## src/rtl/sphere_sphere_contact_core_macros.svh

```systemverilog
// Assertion macros shared by the sphere contact RTL.
`ifndef SPHERE_SPHERE_CONTACT_CORE_MACROS_SVH
`define SPHERE_SPHERE_CONTACT_CORE_MACROS_SVH

// Checks that the consequent holds in the same cycle as the antecedent.
`define SSC_ASSERT_SAME(lbl, clk, rst_n, ante, cons, msg) \
    lbl: assert property (@(posedge clk) disable iff (!rst_n) (ante) |-> (cons)) \
        else $error(msg);

// Checks that the consequent holds in the cycle after the antecedent.
`define SSC_ASSERT_NEXT(lbl, clk, rst_n, ante, cons, msg) \
    lbl: assert property (@(posedge clk) disable iff (!rst_n) (ante) |=> (cons)) \
        else $error(msg);

`endif

```

## src/rtl/ssc_pkg.sv

```systemverilog
// Types and constants shared by the sphere contact pipeline.
package ssc_pkg;

    localparam int NORM_BITS = 30;
    localparam int SQ_STEPS  = 34;
    localparam int SQ_IN_W   = 2 * SQ_STEPS;
    localparam int ROOT_W    = SQ_STEPS;
    localparam int REM_W     = SQ_STEPS + 3;
    localparam int MAG_W     = 33;
    localparam int DIV_STEPS = NORM_BITS + 1;
    localparam logic [62:0] RND_HALF = 63'(1) << (NORM_BITS - 1);

    // Carried alongside the first square root.
    typedef struct packed {
        logic [2:0]             neg;
        logic [2:0][MAG_W-1:0]  mag;
        logic [2:0][31:0]       ac;
        logic [2:0][31:0]       bc;
        logic [30:0]            rb;
        logic [31:0]            rsum;
    } geo_t;

    // Carried alongside the normal division.
    typedef struct packed {
        logic             hit;
        logic             len_zero;
        logic [2:0]       neg;
        logic [2:0][31:0] ac;
        logic [2:0][31:0] bc;
        logic [30:0]      rb;
    } dside_t;

    // Carried alongside the second square root.
    typedef struct packed {
        logic             hit;
        logic [2:0][31:0] pt;
        logic [2:0][31:0] nrm;
    } fside_t;

    // One finished result item.
    typedef struct packed {
        logic             hit;
        logic [2:0][31:0] pt;
        logic [31:0]      cdist;
        logic [2:0][31:0] nrm;
    } result_t;

endpackage

```

## src/rtl/ssc_sqrt_cell.sv

```systemverilog
// One digit step of the pipelined integer square root.
module ssc_sqrt_cell #(
    parameter int SIDE_W = 1
) (
    input  logic                         aclk,
    input  logic                         aresetn,
    input  logic                         en,
    input  logic                         in_valid,
    input  logic [ssc_pkg::SQ_IN_W-1:0]  in_s,
    input  logic [ssc_pkg::REM_W-1:0]    in_rem,
    input  logic [ssc_pkg::ROOT_W-1:0]   in_root,
    input  logic [SIDE_W-1:0]            in_side,
    output logic                         out_valid,
    output logic [ssc_pkg::SQ_IN_W-1:0]  out_s,
    output logic [ssc_pkg::REM_W-1:0]    out_rem,
    output logic [ssc_pkg::ROOT_W-1:0]   out_root,
    output logic [SIDE_W-1:0]            out_side
);

    logic                        valid_reg;
    logic [ssc_pkg::SQ_IN_W-1:0] s_reg;
    logic [ssc_pkg::REM_W-1:0]   rem_reg;
    logic [ssc_pkg::ROOT_W-1:0]  root_reg;
    logic [SIDE_W-1:0]           side_reg;
    logic [ssc_pkg::REM_W-1:0]   rem_sh;
    logic [ssc_pkg::REM_W-1:0]   trial;
    logic                        ge;
    logic [ssc_pkg::REM_W-1:0]   rem_next;
    logic [ssc_pkg::ROOT_W-1:0]  root_next;

    // Bring down the next two radicand bits and try to set the next root bit.
    always_comb begin
        rem_sh    = {in_rem[ssc_pkg::REM_W-3:0], in_s[ssc_pkg::SQ_IN_W-1 -: 2]};
        trial     = {1'b0, in_root, 2'b01};
        ge        = (rem_sh >= trial);
        rem_next  = ge ? (rem_sh - trial) : rem_sh;
        root_next = {in_root[ssc_pkg::ROOT_W-2:0], ge};
    end

    always_ff @(posedge aclk) begin
        if (!aresetn) begin
            valid_reg <= 1'b0;
        end else if (en) begin
            valid_reg <= in_valid;
        end
    end

    always_ff @(posedge aclk) begin
        if (en) begin
            s_reg    <= {in_s[ssc_pkg::SQ_IN_W-3:0], 2'b00};
            rem_reg  <= rem_next;
            root_reg <= root_next;
            side_reg <= in_side;
        end
    end

    assign out_valid = valid_reg;
    assign out_s     = s_reg;
    assign out_rem   = rem_reg;
    assign out_root  = root_reg;
    assign out_side  = side_reg;

endmodule

```

## config.mk

```make
export PLATFORM = sky130hd
export DESIGN_NAME = ssc_sqrt_cell
export DESIGN_NICKNAME = d
export VERILOG_FILES = /design/src/rtl/sphere_sphere_contact_core_macros.svh /design/src/rtl/ssc_pkg.sv /design/src/rtl/ssc_sqrt_cell.sv
export SDC_FILE = /design/constraint.sdc
export NUM_CORES = 1
export LEC_CHECK = 0
export BUFFER_PORTS_ARGS = -buffer_cell sky130_fd_sc_hd__buf_4
export CORE_MARGIN = 2
export CORE_UTILIZATION = 44
export DETAILED_ROUTE_END_ITERATION = 8
export GPL_TIMING_DRIVEN = 1
export PLACE_DENSITY = 0.77
export SYNTH_ARGS = -nofsm -noshare
export SYNTH_HDL_FRONTEND = slang
export SYNTH_SLANG_ARGS = --single-unit
```

## constraint.sdc

```tcl
create_clock -name aclk -period 3.4 [get_ports aclk]
set_input_delay 0.85 -clock aclk [delete_from_list [all_inputs] [get_ports aclk]]
set_output_delay 0.85 -clock aclk [all_outputs]
set_load 0.02 [all_outputs]
```

==> metrics.md <==
| Metric | Value |
|---|---|
| Worst-case hold slack | 600 ps |
| Root Buffer | clkbuf_16 |
| Cell area after layout | 10100 µm² |
| Startpoint Class | input pin |
| Setup ws final | 115 ps |
| R2R depth | 2 |
| Place WS | -320 ps |
| Total track usage | 22.8% |
| HP Class | reg -> reg |
| Post-synth top cells | edfxtp_1 (138), a21oi_1 (54), nor2_1 (46), inv_1 (42), ha_1 (36) |
| Hold Path Sink | out_valid$_SDFFE_PN0P_ |
| Full die area | 16300 µm² |
| Placed cells | 1046 |
| Hold buffers post-CTS | 0 |
| Worst EP required | 3560 ps |
| Least-Margin Pin Slew | 501 ps |
| Clock Latency Late Sink | 410 ps |
| Post-synthesis sequential area ratio | 61.8% |
| Number of diodes | 0 |
| # rows | 45 |
| Tot Pwr | 5.26 mW |
| CTS tree | yes |
| Reg clk slew, reported paths | 60 ps |
| Post-route ant nets | 0 |
| Share of the cycle needed by the critical path after routing | 96.6% |
| Worst-case vdd ir drop | 466 µV |
| Top cells by area, synth | edfxtp_1 (61%), ha_1 (6.7%), a21oi_1 (4.0%) |
| Fmax | 304 MHz |
| Starting density of the core | 44.7% |
| Worst relative slew slack | 66.6% |
| CP Capture Type | flip-flop |
| Clock Sinks | 139 |
| Post-CTS setup buffers | 0 |
| Num ports | 285 |
| Layout cell share with drive strength beyond 1 | 44.8% |
| DP HPWL | 14.8 mm |
| Main synth FF type | edfxtp_1 |
| Vias per inst | 5.13 |
| WS Path Type | in -> reg |
| FF+latch count, synth | 139 |
| Total iterations of the first detailed-routing run | 5 |
| Antenna violations before repair | 0 |
| Setup Skew | 0 ps |
| Reg2Reg Launch Point | out_valid$_SDFFE_PN0P_ |
| Final Util | 66.7% |
| R2r endpoint | out_valid$_SDFFE_PN0P_ |
| Pint | 3.76 mW |
| Hold path startpoint | out_valid$_SDFFE_PN0P_ |
| DR vias | 5534 |
| CP max FO | 29 |
| Setup TNS | 0 ps |
| Core area | 15100 µm² |
| Final Hold Violating Endpoints | 0 |
| Asr flop ratio synth | 0% |
| PwrDens | 522 nW/µm² |
| FILL cells | 1108 |
| Number of DRC markers in iteration 0 | 338 |
| Final setup fails | 0 |
| Routed Wire Length | 19.2 mm |
| Area grow syn2layout | 49.5% |
| Mapped Cells | 532 |
| PortBufs | 280 |
| Avg Synthesized Cell Area | 12.7 µm² |
| Die width | 128 µm |
| Clock power share | 33.7% |
| Count of different cell masters after synthesis | 51 |
| Cell taking the most area after synthesis | edfxtp_1 |
| Comb pwr share | 25.4% |
| First-pass GRT wire length | 28.5 mm |
| Largest net degree at the start of global routing | 54 |
| Clock buffer depth | 2 |
| Run status | complete, no violations |
| Placer Congestion | 0.856 |
| Tmin final | 3290 ps |
| Crit path DAT | 3450 ps |
| Top-count cell post-synth | edfxtp_1 |
| DRC | 0 |
| Worst reg-to-reg setup slack | 2730 ps |
| Area share of the leading cell type in the synthesized netlist | 61.5% |
| Switching share of power | 28.6% |
| H-tree Lvls | 4 |
| Cell Area, Placed | 9480 µm² |
| Synth Cell Area | 6740 µm² |
| Inserted Clock Buffers | 17 |
| Vias in the first global route | 5442 |
| Final Max Slew Viols | 0 |
| WL/cell | 17.8 µm |
| Die Height | 128 µm |
| Final nets | 1057 |
| Warnings, synthesis | 0 |
| Leakage | 4.58 nW |
| Flop pwr share | 40.9% |
| Post-Layout Cell Count | 1078 |
| Post-synth EDFFs | 138 |
| Max Cap Viol | 0 |
| Grt ovf | 0 |
| Switch Pwr | 1.50 mW |
| Min-Delay Path Depth | 2 |
## sequential cells by signal (all words and copies together) (netlist names)
signal,count
out_valid,1
out_side,1
out_root,34
out_rem,37
out_s,66
## repair_timing
action,CTS,global route
endpoints found under the setup margin,0,13
endpoints found under the hold margin,0,0
gates resized for setup,0,5
## how the worst max path moves through the flow
stage               start  cells after the start                     to  slack [ps]
2_1_floorplan  in_root[4]                     12  out_rem[14]$_DFFE_PP_          60
3_3_place_gp    in_rem[4]                     13  out_rem[21]$_DFFE_PP_        -240
3_5_place_dp    in_rem[4]                     13  out_rem[21]$_DFFE_PP_        -320
4_1_cts         in_rem[4]                     13  out_rem[19]$_DFFE_PP_         110
5_1_grt         in_rem[1]                     16  out_rem[30]$_DFFE_PP_         -10
6_report        in_rem[4]                     13  out_rem[15]$_DFFE_PP_         110
## kinds of logic after synthesis
group                      Yosys count  share of synthesized area (%)
DFF                                139                           61.8
AOI/OAI and AO/OA                  134                           12.6
and+or+nand+nor                    116                           7.71
buffers and inverters               59                           3.88
adders and majority gates           36                           6.68
xor gates and xnor gates            33                           4.29
muxes                               14                           2.97
other                                1                         0.0556
## power groups by stage
stage / Clock (mW) / Combinational [mW] / Sequential, mW
after floorplan: 0 / 0.461 / 2.41
after global placement: 0 / 1.30 / 2.18
after detailed placement: 0 / 1.33 / 2.18
after CTS: 1.81 / 1.33 / 2.15
after global routing: 1.88 / 1.43 / 2.17
final: 1.77 / 1.34 / 2.15
## final cells by class
class	count	area, µm²	share of cell area [%]
clock buffer	17	425	4.22
inverter	43	161	1.60
multi-input combinational	335	2340	23.3
timing repair buffer	341	2600	25.8
sequential	139	4160	41.3
tap	188	235	2.34
clock inverter	15	143	1.42
## layer usage
metal  vias up  routed length (µm)  GRT usage, %
met5         -                   0             0
met4         0                 475          8.92
met3        28                1800          8.39
met2       238                9850          40.5
met1      2627                7060          24.9
li1       2641                   -             -
## worst max-delay path: stages
cell and delay [ps]:
buf_4 120, ha_1 350, a211oi_2 260, o21ai_1 140, a221oi_2 280, buf_4 180, a21oi_2 70, o31a_1 350
o21ai_2 170, a21o_4 140, inv_2 50, buf_12 160, mux2_4 310
## placed cells by master (no fill, tap or decap), types with 3 or more instances in the layout
| master | netlist | layout |
|---|---|---|
| a31o_2 | 3 | 3 |
| nand3_1 | 7 | 7 |
| nor2b_1 | 5 | 5 |
| o21ai_0 | 20 | 19 |
| o21bai_1 | 4 | 4 |
| nand4_1 | 3 | 3 |
| inv_8 | 0 | 3 |
| mux2_4 | 12 | 12 |
| buf_4 | 2 | 337 |
| clkinv_2 | 0 | 3 |
| inv_1 | 42 | 42 |
| nor2_1 | 46 | 46 |
| buf_12 | 0 | 3 |
| o21a_1 | 5 | 5 |
| a211oi_1 | 3 | 3 |
| a21o_1 | 17 | 17 |
| and3_1 | 4 | 4 |
| nand2b_1 | 4 | 4 |
| nor3_1 | 5 | 4 |
| ha_1 | 36 | 36 |
| a31oi_1 | 7 | 6 |
| clkbuf_16 | 0 | 17 |
| a21oi_1 | 54 | 54 |
| o211ai_1 | 3 | 3 |
| xor2_1 | 12 | 12 |
| clkinv_4 | 0 | 5 |
| and2_1 | 6 | 6 |
| nand2_1 | 32 | 32 |
| xnor2_1 | 21 | 21 |
| edfxtp_1 | 138 | 138 |
(Power assumes the default switching activity.)
