`config.mk`:
```
export PLATFORM = sky130hd
export DESIGN_NAME = ssc_div_cell
export DESIGN_NICKNAME = d
export VERILOG_FILES = /design/src/rtl/sphere_sphere_contact_core_macros.svh /design/src/rtl/ssc_pkg.sv /design/src/rtl/ssc_div_cell.sv
export SDC_FILE = /design/constraint.sdc
export NUM_CORES = 1
export LEC_CHECK = 0
export ABC_AREA = 1
export BUFFER_PORTS_ARGS = -buffer_cell sky130_fd_sc_hd__buf_2
export CAP_MARGIN = 20
export CORE_AREA = 2 2 358 360
export DETAILED_ROUTE_END_ITERATION = 6
export DIE_AREA = 0 0 360 362
export SLEW_MARGIN = 15
export SYNTH_ARGS = -nofsm -noshare
export SYNTH_HDL_FRONTEND = slang
export SYNTH_SLANG_ARGS = --single-unit
```
`constraint.sdc`:
```
create_clock -name aclk -period 3.4 [get_ports aclk]
set_clock_uncertainty 0.15 [all_clocks]
set_input_delay 0.85 -clock aclk [delete_from_list [all_inputs] [get_ports aclk]]
set_output_delay 0.85 -clock aclk [all_outputs]
set_load 0.02 [all_outputs]
```
`src/rtl/sphere_sphere_contact_core_macros.svh`:
```
// Assertion macros shared by the sphere contact RTL.
`ifndef SPHERE_SPHERE_CONTACT_CORE_MACROS_SVH
`define SPHERE_SPHERE_CONTACT_CORE_MACROS_SVH

// Checks that the consequent holds in the same cycle as the antecedent.
`define SSC_ASSERT_SAME(lbl, clk, rst_n, ante, cons, msg) \
    lbl: assert property (@(posedge clk) disable iff (!rst_n) (ante) |-> (cons)) \
        else $error(msg);

// Checks that the consequent holds in the cycle after the antecedent.
`define SSC_ASSERT_NEXT(lbl, clk, rst_n, ante, cons, msg) \
    lbl: assert property (@(posedge clk) disable iff (!rst_n) (ante) |=> (cons)) \
        else $error(msg);

`endif

```
`src/rtl/ssc_pkg.sv`:
```
// Types and constants shared by the sphere contact pipeline.
package ssc_pkg;

    localparam int NORM_BITS = 30;
    localparam int SQ_STEPS  = 34;
    localparam int SQ_IN_W   = 2 * SQ_STEPS;
    localparam int ROOT_W    = SQ_STEPS;
    localparam int REM_W     = SQ_STEPS + 3;
    localparam int MAG_W     = 33;
    localparam int DIV_STEPS = NORM_BITS + 1;
    localparam logic [62:0] RND_HALF = 63'(1) << (NORM_BITS - 1);

    // Carried alongside the first square root.
    typedef struct packed {
        logic [2:0]             neg;
        logic [2:0][MAG_W-1:0]  mag;
        logic [2:0][31:0]       ac;
        logic [2:0][31:0]       bc;
        logic [30:0]            rb;
        logic [31:0]            rsum;
    } geo_t;

    // Carried alongside the normal division.
    typedef struct packed {
        logic             hit;
        logic             len_zero;
        logic [2:0]       neg;
        logic [2:0][31:0] ac;
        logic [2:0][31:0] bc;
        logic [30:0]      rb;
    } dside_t;

    // Carried alongside the second square root.
    typedef struct packed {
        logic             hit;
        logic [2:0][31:0] pt;
        logic [2:0][31:0] nrm;
    } fside_t;

    // One finished result item.
    typedef struct packed {
        logic             hit;
        logic [2:0][31:0] pt;
        logic [31:0]      cdist;
        logic [2:0][31:0] nrm;
    } result_t;

endpackage

```
`src/rtl/ssc_div_cell.sv`:
```
// One quotient bit of the three-lane normal divider.
module ssc_div_cell (
    input  logic                                aclk,
    input  logic                                aresetn,
    input  logic                                en,
    input  logic                                in_valid,
    input  logic [31:0]                         in_d,
    input  logic [2:0][ssc_pkg::MAG_W-1:0]      in_r,
    input  logic [2:0][ssc_pkg::NORM_BITS:0]    in_q,
    input  ssc_pkg::dside_t                     in_side,
    output logic                                out_valid,
    output logic [31:0]                         out_d,
    output logic [2:0][ssc_pkg::MAG_W-1:0]      out_r,
    output logic [2:0][ssc_pkg::NORM_BITS:0]    out_q,
    output ssc_pkg::dside_t                     out_side
);

    logic                                valid_reg;
    logic [31:0]                         d_reg;
    logic [2:0][ssc_pkg::MAG_W-1:0]      r_reg;
    logic [2:0][ssc_pkg::NORM_BITS:0]    q_reg;
    ssc_pkg::dside_t                     side_reg;
    logic [2:0][ssc_pkg::MAG_W-1:0]      r_next;
    logic [2:0][ssc_pkg::NORM_BITS:0]    q_next;
    logic [2:0]                          ge;
    logic [2:0][ssc_pkg::MAG_W-1:0]      r_sel;

    // Restoring division step on each lane against the shared divisor.
    always_comb begin
        for (int i = 0; i < 3; i++) begin
            ge[i]     = (in_r[i] >= {1'b0, in_d});
            r_sel[i]  = ge[i] ? (in_r[i] - {1'b0, in_d}) : in_r[i];
            r_next[i] = {r_sel[i][ssc_pkg::MAG_W-2:0], 1'b0};
            q_next[i] = {in_q[i][ssc_pkg::NORM_BITS-1:0], ge[i]};
        end
    end

    always_ff @(posedge aclk) begin
        if (!aresetn) begin
            valid_reg <= 1'b0;
        end else if (en) begin
            valid_reg <= in_valid;
        end
    end

    always_ff @(posedge aclk) begin
        if (en) begin
            d_reg    <= in_d;
            r_reg    <= r_next;
            q_reg    <= q_next;
            side_reg <= in_side;
        end
    end

    assign out_valid = valid_reg;
    assign out_d     = d_reg;
    assign out_r     = r_reg;
    assign out_q     = q_reg;
    assign out_side  = side_reg;

endmodule

```
==> results of run 1 <==
-- per-layer routing --
metal / vias up / track usage, %
met5: - / 0
met4: 90 / 5.98
met3: 287 / 9.51
met2: 955 / 35.3
met1: 10000 / 24.6
li1: 9928 / -
-- worst max path at each step --
stage,startpoint,to,slack (ps),cells past startpoint
floorplan,in_d[4],out_r[89]$_DFFE_PP_,730,14
global placement,in_d[22],out_r[71]$_DFFE_PP_,120,13
global route,in_d[22],out_r[2]$_DFFE_PP_,590,16
detailed placement,in_d[22],out_r[95]$_DFFE_PP_,100,13
CTS,out_side[46]$_DFFE_PP_,out_side[46],810,1
finish,in_d[22],out_r[98]$_DFFE_PP_,810,13
-- cells in the final DEF (no fill, tap or decap), types with 33 or more instances in the layout --
| master | netlist | routed |
|---|---|---|
| nand3_2 | 33 | 33 |
| nand3_1 | 162 | 162 |
| edfxtp_1 | 449 | 449 |
| a21oi_1 | 60 | 60 |
| ha_1 | 96 | 96 |
| buf_12 | 1 | 42 |
| inv_1 | 398 | 398 |
| nor2_1 | 109 | 109 |
| buf_2 | 19 | 901 |
| buf_4 | 3 | 153 |
| clkbuf_16 | 0 | 58 |
| nand2_1 | 851 | 851 |
| xor2_1 | 39 | 39 |
-- logic make-up after synthesis --
kind of cell / count (synthesis) / synth area share, %
simple gates: 1265 / 24.2
flops: 450 / 59.3
buf+inv: 431 / 7.64
fa+ha+maj: 99 / 5.54
compound gates: 72 / 1.64
xor+xnor: 42 / 1.62
other cells: 1 / 0.0165
-- registers in the layout, summed over array words and instances (netlist names) --
register,flops
out_r,96
out_q,93
out_side,228
out_d,32
out_valid,1
-- synth_stat cells (all sizes together) (4+ instances only) --
library cell / number / share of area (%)
a21oi: 61 / 1.4
and2: 15 / 0.41
buf: 31 / 1.0
edfxtp: 449 / 59
ha: 96 / 5.3
inv: 400 / 6.6
nand2: 868 / 15
nand3: 195 / 5.0
nand3b: 23 / 0.77
nand4: 9 / 0.25
nor2: 125 / 2.3
nor3: 29 / 0.73
o21ai: 7 / 0.15
o21bai: 4 / 0.13
xor2: 39 / 1.5
-- where the power goes --
group / internal (mW) / total, mW / switching [mW]
Clock: 3.58 / 6.27 / 2.69
Sequential: 6.74 / 6.95 / 0.214
Combinational: 1.34 / 4.10 / 2.76
-- critical path: stages --
cell	delay, ps
buf_2	90
inv_1	180
ha_1	430
nand2_1	120
nor2_1	190
inv_1	100
nor2_2	160
inv_2	50
nor3_2	190
nand2_4	130
buf_12	180
nand3_1	80
nand2_1	60
-- through the flow --
stage	std cells	cell area, um2	utilization [%]	hold WS (ps)
global placement	5090	31100	24.6	379
finish	5217	33100	26.1	196
floorplan	2362	22800	-	456
detailed placement	5090	31100	24.6	389
CTS	5195	33000	26.1	135
global route	5204	33100	26.1	165
-- layout make-up --
cell class / count / area (um2) / share of cell area, %
inverters: 400 / 1500 / 4.54
flip-flops and latches: 450 / 13500 / 40.8
clock inverters: 42 / 435 / 1.32
clock buffers: 63 / 1470 / 4.44
well taps: 1662 / 2080 / 6.28
diodes: 22 / 55.1 / 0.166
multi-input cells: 1481 / 7530 / 22.8
repair buffers: 1097 / 6510 / 19.7
==> qor.yml, run 1 <==
global_routing:
  antenna_found_initial: 131
  grt_usage_pct: 21.3
  grt_overflow: 0
  grt_pass1_vias: 20200
  grt_max_degree: 81
  grt_pass1_wl_um: 185000
worst_setup_path:
  rr_worst_depth: 2
  worst-path-max-fanout: 28
  critPathCaptureType: "flip-flop"
  worstPathRequired_ps: 3650
  critical_path_class: "input pin to flip-flop"
  r2r_start: "out_valid$_SDFFE_PN0P_"
  timing.rr.end: "out_valid$_SDFFE_PN0P_"
  crit_arrival_ps: 2840
  ff2ff_setup_slack_ps: 2620
  critical_path.startpoint_type: "input pin"
logic_synthesis:
  yosysUniqueCellTypes: 34
  ys_ff_latch: 450
  synth_area_um2: 22800
  yosysSeqAreaShare_pct: 59.3
  avgSynthCellArea_um2: 9.65
  synth-edff-count: 449
  async_flop_share_pct: 0
  synth_ff_type: "edfxtp_1"
  ys_warn_count: 0
  synthCells: 2360
floorplanning:
  rows: 131
  die_h_um: 362
  initial_core_util_pct: 18.0
  dieArea_um2: 130000
  core_area_um2: 127000
  die_w_um: 360
  io-pin-count: 909
timing:
  finalCritPeriodShare_pct: 76.3
  period_needed_ps: 2590
  timing.fmax_ghz: 0.385
  worst_pin_slew_ps: 607
  rsz0062_at_grt: "no"
  fin_setup_tns_ps: 0
  drv_slew: 0
  hold_viol: 0
  final-setup-viol-count: 0
  worst_slack_ps: 805
  relSlewSlack_pct: 59.5
placement:
  dp_slack_ps: 96.7
  place_congestion: 0.978
  port_buffers: 902
  place_hpwl_um: 124000
cts:
  cts_root_buf: "clkbuf_16"
  postCtsHoldBufs: 0
  postCtsResizedCells: 0
  post_cts_buffers: 0
  cts_sinks: 450
  ctsHtreeMaxLevel: 2
  cts-buffers-inserted: 57
  worst_skew_pair.late_latency_ps: 640
  cts_tree: "done"
  clockBufferDepth: 3
  clk_pin_slew_ps: 60
detailed_routing:
  drcViolationCount: 0
  met3_length_um: 16000
  ant_nets: 0
  drt_pass1_iterations: 7
  drtIter0Drc: 1507
  drt_wl_total_um: 144000
  met2_length_um: 66200
  wl_per_cell_um: 27.5
  vias: 21300
  topRoutingLayerUsed: "met5"
  drt-met1-wl_um: 55900
  vias_per_cell: 4.08
layout:
  fill_cells: 13800
  drive_above_1_share_pct: 35.7
  syn2layout_area_growth_pct: 45.3
  nets: 4042
worst_hold_path:
  worstHoldEndpoint: "out_side[57]$_DFFE_PP_"
  min_path_cells: 1
  hp-start: "in_side[57]"
  hp-class: "input pin to flip-flop"
power:
  p_per_area_nw_per_um2: 524
  total_power_mw: 17.3
  p_leak_nw: 16.2
  ir_drop_mv: 0.426
run_status:
  status: "finished, final reports clean"
flow_run:
  drv_cap: 0
Power figures use the tool's default switching activity.
==> run 2, diff against run 1 <==
Clock period 3.4 ns to 2.48 ns, I/O delays scaled along.
==> run 2 against run 1 <==
Net effect: worst hold slack worse by 150 ps; via count is 10% higher; highest routed layer unchanged; sequential share of layout area is 5.2 points lower; die area unchanged; largest power group unchanged; non-clock buffer count increased by 521; clock-buffer cell count up 1; global-route usage increased by 0.75 points; wire length is 4.0% higher; critical path type unchanged.
==> qor.yml, run 2 (synthesis results as in run 1) <==
detailed_routing:
  drtIter0Drc: 1703  # +13%
  vias_per_cell: 4.08  # about the same
  ant_nets: 0  # unchanged
  drcViolationCount: 0  # unchanged
  drt_pass1_iterations: 7  # unchanged
  wl_per_cell_um: 26.0  # -5.5%
  drt_wl_total_um: 149000  # +4.0%
  vias: 23400  # +10%
floorplanning:
  die_w_um: 360  # unchanged
  core_area_um2: 127000  # unchanged
  initial_core_util_pct: 18.0  # unchanged
  rows: 131  # unchanged
  die_h_um: 362  # unchanged
  dieArea_um2: 130000  # unchanged
  io-pin-count: 909  # unchanged
worst_hold_path:
  hp-class: "input pin to flip-flop"
power:
  ir_drop_mv: 0.590  # +39%
  p_int_mw: 16.7  # +43%
  p_leak_nw: 18.6  # +14%
  p_per_area_nw_per_um2: 654  # +25%
  comb_power_share_pct: 26.6  # +2.9 points
  clkPwrFrac_pct: 34.9  # -1.3 points
  p_sw_mw: 8.11  # +43%
  power.share.switching_pct: 32.7  # -0.039 points
  power.share.sequential_pct: 38.5  # -1.6 points
timing:
  timing.fmax_ghz: 0.407
  finalCritPeriodShare_pct: 99.2
  drv_slew: 0  # unchanged
  final-setup-viol-count: 0  # unchanged
  hold_viol: 0  # unchanged
  period_needed_ps: 2460
  rsz0062_at_grt: "yes"
cts:
  clockBufferDepth: 3  # unchanged
  cts_sinks: 450  # unchanged
  ctsHtreeMaxLevel: 2  # unchanged
  cts-buffers-inserted: 58  # +1.8%
  worst_skew_pair.late_latency_ps: 660  # +20 ps
  clk_pin_slew_ps: 60  # about the same
  cts_tree: "done"
  cts_root_buf: "clkbuf_16"
worst_setup_path:
  critPathCaptureType: "flip-flop"
  crit_arrival_ps: 2720  # -120 ps
  worst-path-max-fanout: 4  # -86%
  worstPathRequired_ps: 2740  # -910 ps
  critical_path.startpoint_type: "input pin"
  critical_path_class: "input pin to flip-flop"
layout:
  drive_above_1_share_pct: 36.4  # +0.69 points
  fin_area_um2: 38000  # +15%
  fill_cells: 13500  # -2.6%
  largest_register_ffs: 228  # unchanged
  final_common_cell: "buf_2"
  final_core_util_pct: 30.0  # +3.8 points
  syn2layout_area_growth_pct: 66.7
  layout_common_cells: "buf_2 (901), nand2_1 (849), edfxtp_1 (449)"
  nets: 4565  # +13%
global_routing:
  grt_pass1_wl_um: 194000  # +5.2%
  grt_overflow: 0  # unchanged
  antenna_found_initial: 93  # -29%
  grt_pass1_vias: 22600  # +12%
  grt_max_degree: 73  # -9.9%
  grt_usage_pct: 22.0  # +0.75 points
placement:
  port_buffers: 902  # unchanged
  place_hpwl_um: 126000  # +2.1%
  place_congestion: 0.983  # +0.47%
  dpl_cell_area_um2: 32500  # +4.5%
flow_run:
  drv_cap: 0  # unchanged
run_status:
  status: "finished, final reports clean"
-- run 2: final cells by class --
class	count	area [um2]	share of cell area (%)
Clock buffer	64	1500	3.94
Sequential cell	450	13500	35.6
Clock inverter	43	427	1.12
Inverter	400	1520	4.00
Tap cell	1662	2080	5.48
Multi-Input combinational cell	1482	7620	20.1
Timing Repair Buffer	1618	11300	29.7
Antenna cell	18	45.0	0.119
-- run 2: metrics by stage --
stage               TNS, ps  hold WS [ps]  worst slack [ps]  power, mW  cells
floorplan                 0           456              37.2       12.3   2362
global placement     -57100           379              -618       15.8   5279
detailed placement   -57030           382              -634       15.8   5279
CTS                       0         0.226              77.2       25.1   5713
global route              0          3.12             0.631       25.9   5727
finish                    0          44.1              20.3       24.8   5737
-- run 2: repair_timing --
action                                 in CTS  in global routing
endpoints found under the hold margin     327                  1
buffers inserted                            0                  4
setup endpoints to repair                   0                 91
hold buffers                              327                  1
resized for setup                           0                 23
-- run 2: worst paths after layout --
kind	depth (start not counted)	slack, ps	endpoint	start
setup / recovery	12	20	out_r[62]$_DFFE_PP_	in_d[25]
hold reg to reg	2	400	out_valid$_SDFFE_PN0P_	out_valid$_SDFFE_PN0P_
hold / removal	1	40	out_side[8]$_DFFE_PP_	in_side[8]
setup reg to reg	2	1690	out_valid$_SDFFE_PN0P_	out_valid$_SDFFE_PN0P_
-- run 2: power by group through the flow --
stage,sequential [mW],clock (mW),combinational (mW)
finish,9.56,8.68,6.61
global route,9.60,9.21,7.09
CTS,9.55,8.95,6.64
detailed placement,9.68,0,6.13
global placement,9.69,0,6.10
floorplan,10.5,0,1.78
-- run 2: worst max-delay path, stage by stage --
cell	delay (ps)
buf_2	110
inv_1	360
ha_1	350
buf_4	170
a21oi_1	190
nor2_1	60
nor2_1	190
nand2_1	80
a21oi_1	300
nand3b_1	140
nand3_2	90
nand2_1	50
-- run 2: routing by layer --
metal | vias to the layer above | wire (um) | global-route usage [%]
li1 | 11000 | - | -
met1 | 11200 | 61600 | 27.0
met2 | 981 | 69300 | 36.7
met3 | 233 | 13100 | 7.28
met4 | 40 | 4970 | 6.11
met5 | - | 252 | 0
